===== config.mk =====
export PLATFORM = sky130hd
export DESIGN_NAME = pool_free_list_allocator_core
export DESIGN_NICKNAME = d
export VERILOG_FILES = /design/src/rtl/core/pfa_pkg.sv /design/src/rtl/core/pfa_cfg_regs.sv /design/src/rtl/core/pfa_datapath.sv /design/src/rtl/core/pfa_ctrl.sv /design/src/rtl/core/pool_free_list_allocator_core.sv
export SDC_FILE = /design/constraint.sdc
export NUM_CORES = 2
export LEC_CHECK = 0
export ABC_AREA = 1
export BUFFER_PORTS_ARGS = -buffer_cell sky130_fd_sc_hd__clkbuf_2
export CAP_MARGIN = 20
export CORE_MARGIN = 4
export CORE_UTILIZATION = 60
export CTS_BUF_LIST = sky130_fd_sc_hd__clkbuf_8
export DETAILED_ROUTE_END_ITERATION = 10
export PLACE_DENSITY = 0.79
export SETUP_SLACK_MARGIN = 0.02
export SLEW_MARGIN = 20
export SYNTH_ARGS = -nofsm -noshare
export SYNTH_HDL_FRONTEND = slang
export SYNTH_HIERARCHICAL = 1
export SYNTH_SLANG_ARGS = --single-unit

===== constraint.sdc =====
create_clock -name clk -period 16.4 [get_ports clk]
set_input_delay 2.46 -clock clk [delete_from_list [all_inputs] [get_ports clk]]
set_output_delay 2.46 -clock clk [all_outputs]
set_load 0.005 [all_outputs]

===== src/rtl/core/pfa_pkg.sv =====
// Shared types and constants for the pool free-list allocator.
`timescale 1ns / 1ps

package pfa_pkg;

  // Pool geometry and field widths.
  localparam int POOL_CHUNKS = 256;
  localparam int MEM_AW      = $clog2(POOL_CHUNKS);
  localparam int PTR_W       = MEM_AW + 1;
  localparam int ADDR_W      = 32;
  localparam int SHIFT_W     = 5;
  localparam int COUNT_W     = 9;
  localparam int REQ_W       = 17;
  localparam int CFG_IDX_W   = 2;

  // The link value that marks an empty list or the end of the list.
  localparam logic [PTR_W-1:0] EMPTY_PTR = PTR_W'(POOL_CHUNKS);

  // Configuration register indexes.
  localparam logic [CFG_IDX_W-1:0] CFG_HEAP_BASE   = 2'd0;
  localparam logic [CFG_IDX_W-1:0] CFG_CHUNK_SHIFT = 2'd1;
  localparam logic [CFG_IDX_W-1:0] CFG_CHUNK_COUNT = 2'd2;

  typedef enum logic [1:0] {
    OP_INIT  = 2'd0,
    OP_ALLOC = 2'd1,
    OP_FREE  = 2'd2,
    OP_NOP   = 2'd3
  } op_t;

  typedef enum logic [2:0] {
    ST_OK      = 3'd0,
    ST_NONE    = 3'd1,
    ST_LARGE   = 3'd2,
    ST_NOHEAP  = 3'd3,
    ST_BADFREE = 3'd4
  } status_t;

  typedef enum logic [1:0] {
    ADDR_NONE = 2'd0,
    ADDR_HEAD = 2'd1,
    ADDR_CUR  = 2'd2
  } addr_sel_t;

  typedef enum logic [2:0] {
    S_IDLE,
    S_EXEC,
    S_INIT,
    S_LINK_HEAD,
    S_WALK_CHECK,
    S_WALK_LINK
  } state_t;

  typedef struct packed {
    op_t                op;
    logic [REQ_W-1:0]   request_size;
    logic [SHIFT_W-1:0] align_shift;
    logic [ADDR_W-1:0]  free_address;
  } request_t;

  typedef struct packed {
    logic [ADDR_W-1:0] chunk_address;
    logic [2:0]        status;
  } result_t;

  typedef struct packed {
    logic [ADDR_W-1:0]  heap_base;
    logic [SHIFT_W-1:0] chunk_shift;
    logic [COUNT_W-1:0] chunk_count;
  } cfg_t;

  // Commands from the controller to the datapath.
  typedef struct packed {
    logic      latch;
    logic      rd_head;
    logic      rd_cur;
    logic      head_from_link;
    logic      head_clear;
    logic      head_zero;
    logic      head_push;
    logic      walk_start;
    logic      walk_adv;
    logic      unlink;
    logic      init_start;
    logic      init_step;
    logic      finish;
    status_t   fin_status;
    addr_sel_t addr_sel;
  } cmd_t;

  // Status from the datapath to the controller.
  typedef struct packed {
    op_t  op;
    logic heap_zero;
    logic pool_empty;
    logic too_large;
    logic head_empty;
    logic free_bad;
    logic aligned;
    logic cur_end;
    logic init_last;
  } stat_t;

endpackage


===== src/rtl/core/pfa_cfg_regs.sv =====
// Configuration registers of the pool allocator.
`timescale 1ns / 1ps

module pfa_cfg_regs (
  input  logic                          clk,
  input  logic                          rst,
  input  logic                          cfg_valid,
  output logic                          cfg_ready,
  input  logic [pfa_pkg::CFG_IDX_W-1:0] cfg_index,
  input  logic [pfa_pkg::ADDR_W-1:0]    cfg_data,
  output pfa_pkg::cfg_t                 cfg
);

  // Writes are always taken.
  assign cfg_ready = 1'b1;

  // Register file; an index past the list is dropped.
  always_ff @(posedge clk) begin
    if (rst) begin
      cfg.heap_base   <= '0;
      cfg.chunk_shift <= pfa_pkg::SHIFT_W'(4);
      cfg.chunk_count <= '0;
    end else if (cfg_valid) begin
      unique case (cfg_index)
        pfa_pkg::CFG_HEAP_BASE:   cfg.heap_base   <= cfg_data;
        pfa_pkg::CFG_CHUNK_SHIFT: cfg.chunk_shift <= cfg_data[pfa_pkg::SHIFT_W-1:0];
        pfa_pkg::CFG_CHUNK_COUNT: cfg.chunk_count <= cfg_data[pfa_pkg::COUNT_W-1:0];
        default: ;
      endcase
    end
  end

endmodule


===== src/rtl/core/pfa_datapath.sv =====
// Datapath of the pool allocator: head pointer, link memory, walk and result registers.
`timescale 1ns / 1ps

module pfa_datapath (
  input  logic              clk,
  input  logic              rst,
  input  pfa_pkg::cfg_t     cfg,
  input  pfa_pkg::request_t request,
  input  pfa_pkg::cmd_t     cmd,
  output pfa_pkg::stat_t    stat,
  output logic              result_valid,
  output pfa_pkg::result_t  result
);

  localparam int AW = pfa_pkg::ADDR_W;
  localparam int PW = pfa_pkg::PTR_W;
  localparam int MW = pfa_pkg::MEM_AW;

  pfa_pkg::request_t req_q;
  logic [AW:0]       off_q;
  logic [PW-1:0]     head;
  logic [PW-1:0]     cur;
  logic [PW-1:0]     prev;
  logic [PW-1:0]     steps;
  logic [PW-1:0]     init_i;
  logic [PW-1:0]     init_next;
  logic [PW-1:0]     pool_n;
  logic [AW:0]       size_lim;
  logic [AW-1:0]     chunk_mask;
  logic [AW-1:0]     free_idx_full;
  logic [MW-1:0]     free_idx;
  logic [MW-1:0]     addr_idx;
  logic [AW-1:0]     chunk_addr;
  logic [PW-1:0]     link_mem [pfa_pkg::POOL_CHUNKS];
  logic [PW-1:0]     rd_data;
  logic              rd_en;
  logic [MW-1:0]     rd_addr;
  logic              wr_en;
  logic [MW-1:0]     wr_addr;
  logic [PW-1:0]     wr_data;

  // Capture the request and the offset of the freed address from the heap base.
  always_ff @(posedge clk) begin
    if (cmd.latch) begin
      req_q <= request;
      off_q <= {1'b0, request.free_address} - {1'b0, cfg.heap_base};
    end
  end

  // Pool size is the chunk count clamped to the pool depth.
  assign pool_n = (cfg.chunk_count > pfa_pkg::COUNT_W'(pfa_pkg::POOL_CHUNKS)) ?
                  pfa_pkg::EMPTY_PTR : PW'(cfg.chunk_count);

  // Request size limit and free-address checks.
  assign size_lim      = (AW + 1)'(1) << cfg.chunk_shift;
  assign chunk_mask    = ~({AW{1'b1}} << cfg.chunk_shift);
  assign free_idx_full = off_q[AW-1:0] >> cfg.chunk_shift;
  assign free_idx      = free_idx_full[MW-1:0];

  // Shared chunk address unit and alignment test.
  assign addr_idx   = (cmd.addr_sel == pfa_pkg::ADDR_CUR) ? cur[MW-1:0] : head[MW-1:0];
  assign chunk_addr = cfg.heap_base + (AW'(addr_idx) << cfg.chunk_shift);

  // Init sweep counter values.
  assign init_next = init_i + PW'(1);

  // Status to the controller.
  always_comb begin
    stat.op         = req_q.op;
    stat.heap_zero  = (cfg.heap_base == '0);
    stat.pool_empty = (pool_n == '0);
    stat.too_large  = ((AW + 1)'(req_q.request_size) > size_lim);
    stat.head_empty = (head >= pfa_pkg::EMPTY_PTR);
    stat.free_bad   = off_q[AW] || (|(off_q[AW-1:0] & chunk_mask)) ||
                      (free_idx_full >= AW'(pool_n));
    stat.aligned    = ((chunk_addr & ~({AW{1'b1}} << req_q.align_shift)) == '0);
    stat.cur_end    = (cur >= pfa_pkg::EMPTY_PTR) ||
                      (steps >= PW'(pfa_pkg::POOL_CHUNKS));
    stat.init_last  = (init_next == pool_n);
  end

  // Head pointer of the free list.
  always_ff @(posedge clk) begin
    if (rst) begin
      head <= pfa_pkg::EMPTY_PTR;
    end else begin
      priority if (cmd.head_from_link) begin
        head <= rd_data;
      end else if (cmd.head_clear) begin
        head <= pfa_pkg::EMPTY_PTR;
      end else if (cmd.head_zero) begin
        head <= '0;
      end else if (cmd.head_push) begin
        head <= PW'(free_idx);
      end
    end
  end

  // Walk registers for the alignment search.
  always_ff @(posedge clk) begin
    if (cmd.walk_start) begin
      cur   <= rd_data;
      prev  <= head;
      steps <= '0;
    end else if (cmd.walk_adv) begin
      cur   <= rd_data;
      prev  <= cur;
      steps <= steps + PW'(1);
    end
  end

  // Init sweep counter.
  always_ff @(posedge clk) begin
    if (cmd.init_start) begin
      init_i <= '0;
    end else if (cmd.init_step) begin
      init_i <= init_next;
    end
  end

  // Link memory port selection.
  assign rd_en   = cmd.rd_head | cmd.rd_cur;
  assign rd_addr = cmd.rd_cur ? cur[MW-1:0] : head[MW-1:0];

  always_comb begin
    wr_en   = 1'b1;
    wr_addr = '0;
    wr_data = '0;
    priority if (cmd.head_push) begin
      wr_addr = free_idx;
      wr_data = head;
    end else if (cmd.unlink) begin
      wr_addr = prev[MW-1:0];
      wr_data = rd_data;
    end else if (cmd.init_step) begin
      wr_addr = init_i[MW-1:0];
      wr_data = (init_next < pool_n) ? init_next : pfa_pkg::EMPTY_PTR;
    end else begin
      wr_en = 1'b0;
    end
  end

  // Link memory with registered read.
  always_ff @(posedge clk) begin
    if (wr_en) begin
      link_mem[wr_addr] <= wr_data;
    end
    if (rd_en) begin
      rd_data <= link_mem[rd_addr];
    end
  end

  // Result registers and strobe.
  always_ff @(posedge clk) begin
    if (rst) begin
      result_valid <= 1'b0;
    end else begin
      result_valid <= cmd.finish;
    end
  end

  always_ff @(posedge clk) begin
    if (cmd.finish) begin
      result.status        <= cmd.fin_status;
      result.chunk_address <= (cmd.addr_sel != pfa_pkg::ADDR_NONE) ? chunk_addr : '0;
    end
  end

endmodule


===== src/rtl/core/pfa_ctrl.sv =====
// Controller state machine of the pool allocator.
`timescale 1ns / 1ps

module pfa_ctrl (
  input  logic           clk,
  input  logic           rst,
  input  logic           start,
  output logic           busy,
  input  pfa_pkg::stat_t stat,
  output pfa_pkg::cmd_t  cmd
);

  pfa_pkg::state_t state;
  pfa_pkg::state_t state_next;

  // State register.
  always_ff @(posedge clk) begin
    if (rst) begin
      state <= pfa_pkg::S_IDLE;
    end else begin
      state <= state_next;
    end
  end

  assign busy = (state != pfa_pkg::S_IDLE);

  // Next state.
  always_comb begin
    state_next = state;
    unique case (state)
      pfa_pkg::S_IDLE: begin
        if (start) state_next = pfa_pkg::S_EXEC;
      end
      pfa_pkg::S_EXEC: begin
        state_next = pfa_pkg::S_IDLE;
        if (stat.op == pfa_pkg::OP_INIT && !stat.heap_zero && !stat.pool_empty) begin
          state_next = pfa_pkg::S_INIT;
        end else if (stat.op == pfa_pkg::OP_ALLOC && !stat.too_large && !stat.head_empty) begin
          state_next = pfa_pkg::S_LINK_HEAD;
        end
      end
      pfa_pkg::S_INIT: begin
        if (stat.init_last) state_next = pfa_pkg::S_IDLE;
      end
      pfa_pkg::S_LINK_HEAD: begin
        state_next = stat.aligned ? pfa_pkg::S_IDLE : pfa_pkg::S_WALK_CHECK;
      end
      pfa_pkg::S_WALK_CHECK: begin
        state_next = stat.cur_end ? pfa_pkg::S_IDLE : pfa_pkg::S_WALK_LINK;
      end
      pfa_pkg::S_WALK_LINK: begin
        state_next = stat.aligned ? pfa_pkg::S_IDLE : pfa_pkg::S_WALK_CHECK;
      end
      default: state_next = pfa_pkg::S_IDLE;
    endcase
  end

  // Commands to the datapath.
  always_comb begin
    cmd = '0;
    unique case (state)
      pfa_pkg::S_IDLE: begin
        cmd.latch = start;
      end
      pfa_pkg::S_EXEC: begin
        unique case (stat.op)
          pfa_pkg::OP_INIT: begin
            if (stat.heap_zero) begin
              cmd.finish     = 1'b1;
              cmd.fin_status = pfa_pkg::ST_NOHEAP;
            end else if (stat.pool_empty) begin
              cmd.head_clear = 1'b1;
              cmd.finish     = 1'b1;
            end else begin
              cmd.init_start = 1'b1;
            end
          end
          pfa_pkg::OP_ALLOC: begin
            if (stat.too_large) begin
              cmd.finish     = 1'b1;
              cmd.fin_status = pfa_pkg::ST_LARGE;
            end else if (stat.head_empty) begin
              cmd.finish     = 1'b1;
              cmd.fin_status = pfa_pkg::ST_NONE;
            end else begin
              cmd.rd_head = 1'b1;
            end
          end
          pfa_pkg::OP_FREE: begin
            cmd.finish = 1'b1;
            if (stat.free_bad) begin
              cmd.fin_status = pfa_pkg::ST_BADFREE;
            end else begin
              cmd.head_push = 1'b1;
            end
          end
          default: begin
            cmd.finish = 1'b1;
          end
        endcase
      end
      pfa_pkg::S_INIT: begin
        cmd.init_step = 1'b1;
        if (stat.init_last) begin
          cmd.head_zero = 1'b1;
          cmd.finish    = 1'b1;
        end
      end
      pfa_pkg::S_LINK_HEAD: begin
        // The head's link has arrived; take the head or start searching.
        cmd.addr_sel = pfa_pkg::ADDR_HEAD;
        if (stat.aligned) begin
          cmd.head_from_link = 1'b1;
          cmd.finish         = 1'b1;
        end else begin
          cmd.walk_start = 1'b1;
        end
      end
      pfa_pkg::S_WALK_CHECK: begin
        if (stat.cur_end) begin
          cmd.finish     = 1'b1;
          cmd.fin_status = pfa_pkg::ST_NONE;
        end else begin
          cmd.rd_cur = 1'b1;
        end
      end
      pfa_pkg::S_WALK_LINK: begin
        // The current chunk's link has arrived; unlink it or step on.
        cmd.addr_sel = pfa_pkg::ADDR_CUR;
        if (stat.aligned) begin
          cmd.unlink = 1'b1;
          cmd.finish = 1'b1;
        end else begin
          cmd.walk_adv = 1'b1;
        end
      end
      default: ;
    endcase
  end

endmodule


===== src/rtl/core/pool_free_list_allocator_core.sv =====
// Top level of the fixed-size pool allocator with a free list of chunk indices.
//
// A request is taken when start is high and busy is low. The request carries
// op (init, allocate, free), request_size, align_shift and free_address.
// Every request gives exactly one result: result_valid is high for one cycle
// with chunk_address and status, and the receiver must take it then.
// Steps after a request is accepted, with busy high until the result shows:
//   free, failed checks, no-op: the execute state decides and gives the result.
//   allocate from the head: execute reads the head's link from the link memory,
//     and the head state takes it as the new head. A search walks check and link
//     states over the chunks skipped on the list, since each step needs one
//     registered read of the link memory; a failed search ends in the check state.
//   init: one link memory word written per cycle, pool size words in all.
// A new request may be accepted in the cycle the previous result is shown.
// Configuration writes (index 0 heap base, 1 chunk shift, 2 chunk count) go
// through cfg_valid/cfg_ready, are always ready, and belong to idle periods.
// Reset empties the free list and loads the register reset values; the link
// memory is not cleared, and an init request builds the list.
`timescale 1ns / 1ps

module pool_free_list_allocator_core (
  input  logic                          clk,
  input  logic                          rst,
  input  logic                          start,
  output logic                          busy,
  input  pfa_pkg::request_t             request,
  input  logic                          cfg_valid,
  output logic                          cfg_ready,
  input  logic [pfa_pkg::CFG_IDX_W-1:0] cfg_index,
  input  logic [pfa_pkg::ADDR_W-1:0]    cfg_data,
  output logic                          result_valid,
  output pfa_pkg::result_t              result
);

  pfa_pkg::cfg_t  cfg;
  pfa_pkg::cmd_t  cmd;
  pfa_pkg::stat_t stat;

  // Configuration registers.
  pfa_cfg_regs u_cfg (
    .clk       (clk),
    .rst       (rst),
    .cfg_valid (cfg_valid),
    .cfg_ready (cfg_ready),
    .cfg_index (cfg_index),
    .cfg_data  (cfg_data),
    .cfg       (cfg)
  );

  // Controller.
  pfa_ctrl u_ctrl (
    .clk   (clk),
    .rst   (rst),
    .start (start),
    .busy  (busy),
    .stat  (stat),
    .cmd   (cmd)
  );

  // Datapath.
  pfa_datapath u_dp (
    .clk          (clk),
    .rst          (rst),
    .cfg          (cfg),
    .request      (request),
    .cmd          (cmd),
    .stat         (stat),
    .result_valid (result_valid),
    .result       (result)
  );

endmodule


==> flow_summary_export.csv <==
group,metric,value,unit
synthesis,synthCells,11406,
cts,clk_pin_slew,60,ps
grt,use_met1,41.9,%
cts,clockBufferDepth,4,
synthesis,synthTopCellsByArea,"edfxtp_1, nand2_1, nand3_1",
place,dp_cells,13511,
floorplan,dieWidth,444,um
detailed_routing,drt-initial-drc-count,11607,
place,hpwl,189000,um
grt,top_usage_layer,"met2",
detailed_routing,drc,2,
finish,fin_cells,14207,
synthesis,synth_area_per_cell,10.0,um^2
synthesis,syn_nets,11602,
cts,cts_resized,0,
synthesis,dominantRegCellSynth,"edfxtp_1",
outcome,violations,"DRC",
timing,fmax,114,MHz
cts,cts_hold_buf,0,
timing,finalHoldViolCount,0,
power,swShare,24.0,%
finish,drive_above_1_share,7.07,%
timing,finClkSkew,84.9,ps
place,place_ws,8060,ps
grt,grt_use_total,31.6,%
grt,grt_max_degree,206,
grt,grt_pass1_wl,476000,um
cts,cts_tree,"built",
cts,cts_htree_levels,5,
detailed_routing,vias_per_cell,5.88,
outcome,status,"complete, but fails checks",
flow_run,max_cap_viol_count,0,
synthesis,synth.top_cells.by_count,"nand2_1, edfxtp_1, nand3_1",
power,peakVddDrop,0.0918,mV
synthesis,yosys.area.top_type,"edfxtp_1",
synthesis,yosys.area.top_type_share,63.7,%
timing,rsz0062_at_grt,"no",
timing,post-route-period-util,53.5,%
power,seq_power_share,54.7,%
cts,insertion_delay,1100,ps
worst_hold_path,hp-class,"reg -> reg",
cts,cts_root_buf,"clkbuf_8",
cts,cts_made_buffers,399,
power,power.density,104,nW/um^2
setup_path,slowest_stage,"nor2_1",
setup_path,cp_common_cell,"nand2_1",
floorplan,start_util,60.6,%
grt,use_met3,7.02,%
grt,grt_overflow,0,
synthesis,syn_area,114000,um^2
setup_path,cp-start-kind,"flop",
grt,grt_pass1_vias,79786,
finish,n_fill_cell,14215,
timing,drv_slew,0,
timing,tightest_slew,1200,ps
setup_path,worstSetupPathType,"reg -> reg",
cts,cts.sinks,2499,
synthesis,ys_seq_elements,2499,
detailed_routing,detail_route.first_pass.iterations,10,
detailed_routing,ant_nets,0,
synthesis,synth-edff-count,2422,
synthesis,yosysSeqAreaShare,65.0,%
detailed_routing,drt-wirelength-per-cell,22.3,um
power,p_sw,3.08,mW
power,fin_total_pwr,12.8,mW
timing,fin_setup_tns,0,ps
detailed_routing,routed_wl,317000,um
grt,met2_usage,49.5,%
setup_path,crit_required,17060,ps
floorplan,die_h,444,um
timing,holdWs,454,ps
timing,min_period,8770,ps
setup_path,crit_path_end_kind,"flop",
setup_path,cpPeakStageDelay,950,ps
cts,cts_setup_buffers,0,
grt,antenna_found_initial,5,
floorplan,io_pins,132,
setup_path,path_max_fanout,16,
synthesis,synth_most_common_cell,"nand2_1",
power,power_frac_clock,38.2,%
timing,relSlewSlack,19.6,%
finish,final_nets,11613,
power,p_leak,50.2,nW
finish,syn_to_final_growth,8.09,%
floorplan,fp-row-count,159,
setup_path,critPathTopFamily,"simple AND/OR/NAND/NOR gates",
setup_path,worstPathArrival,9420,ps
power,p_int,9.75,mW
detailed_routing,num_vias,83593,
floorplan,core-area,189000,um^2
synthesis,synth_cell_types,58,
place,port_buffers,130,
synthesis,synth-async-reset-ratio,0,%
floorplan,dieArea,197000,um^2
power,pwr-share-comb,7.1,%
timing,setup_ws,7630,ps
synthesis,yosysWarnings,6,
timing,setup_viol_count_final,0,
place,gp_congestion,0.979,
setup_path,path_buf_inv,5,
==> kinds of logic (layout without fill, tap and decap cells) <==
| family | count (synthesis) | in the layout | share of synthesized area (%) |
|---|---|---|---|
| muxes | 2 | 2 | 0.0175 |
| and+or+nand+nor | 5904 | 5904 | 22.0 |
| xor gates and xnor gates | 34 | 34 | 0.261 |
| adders and majority gates | 102 | 102 | 1.13 |
| buffers and inverters | 2094 | 2397 | 7.32 |
| DFF | 2499 | 2499 | 65.0 |
| other | 1 | 4 | 0.00328 |
| AOI/OAI and AO/OA | 770 | 770 | 4.30 |
==> worst paths after layout <==
kind,startpoint,end,slack [ps],cells past startpoint
hold reg to reg,u_dp/steps[7],u_dp/steps[7],450,1
setup reg to reg,u_ctrl/state[2],u_dp/link_mem[176][7],7630,36
hold / removal,u_dp/steps[7],u_dp/steps[7],450,1
setup / recovery,u_ctrl/state[2],u_dp/link_mem[176][7],7630,36
==> area by class of cell <==
cell class	count	area, um^2	area share, %
clock inverters	285	1550	1.26
flip-flops and latches	2499	74300	60.1
inverters	1488	5610	4.54
diodes	3	7.51	0.00608
clock buffers	408	5620	4.55
multi-input cells	6813	31800	25.8
repair buffers	216	1520	1.23
well taps	2495	3120	2.53
==> stage by stage <==
stage / cell area, um^2 / util [%]
floorplan: 114000 / -
finish: 124000 / 65.5
global placement: 116000 / 61.7
detailed placement: 116000 / 61.7
global route: 124000 / 65.5
CTS: 123000 / 65.5
==> placed cells by master (no fill, tap or decap), drive strengths merged, types with 2 or more instances in the layout <==
cell type  Yosys  layout
a211oi         3       3
a21boi         4       4
a21oi        145     145
a22oi          9       9
a31oi          7       7
and2           4       4
buf          339      86
bufinv         0      14
clkbuf       267     538
clkinv         6     136
clkinvlp       0       8
dfxtp         77      77
diode          0       3
edfxtp      2422    2422
fa             2       2
ha           100     100
inv         1482    1615
mux2i          2       2
nand2       3365    3365
nand3       1747    1747
nand3b        21      21
nand4         30      30
nor2         689     689
nor3          23      23
nor3b          2       2
nor4          12      12
o2111ai        2       2
o211ai       347     347
o21a           6       6
o21ai        231     231
o21bai         6       6
o22ai          6       6
or2           10      10
xnor2          8       8
xor2          26      26
==> power groups by stage <==
stage          clock (mW)  combinational, mW  sequential [mW]
2_1_floorplan           0              0.590             7.14
3_3_place_gp            0              0.863             7.15
3_5_place_dp            0              0.876             7.15
4_1_cts              4.95              0.882             7.01
5_1_grt              5.26              0.987             7.01
6_report             4.90              0.907             7.02
==> registers in the layout (all words and copies together), names as in the netlist, 2 cells and up <==
signal / flops
u_ctrl/state: 3
u_dp/cur: 9
u_dp/stat: 2
u_dp/steps: 9
u_dp/head: 9
u_dp/rd_data: 9
u_dp/off_q: 33
u_dp/link_mem: 2304
u_dp/init_i: 9
u_dp/req_q: 22
u_dp/prev: 8
u_cfg/cfg: 46
u_dp/result: 35
==> per-layer routing <==
metal  up-vias  routed length [um]
li1      38205                   -
met1     39244              117000
met2      5193              145000
met3       947               37300
met4         4               17400
met5         -                  27
Note: power is estimated with default switching activity, not from simulation.
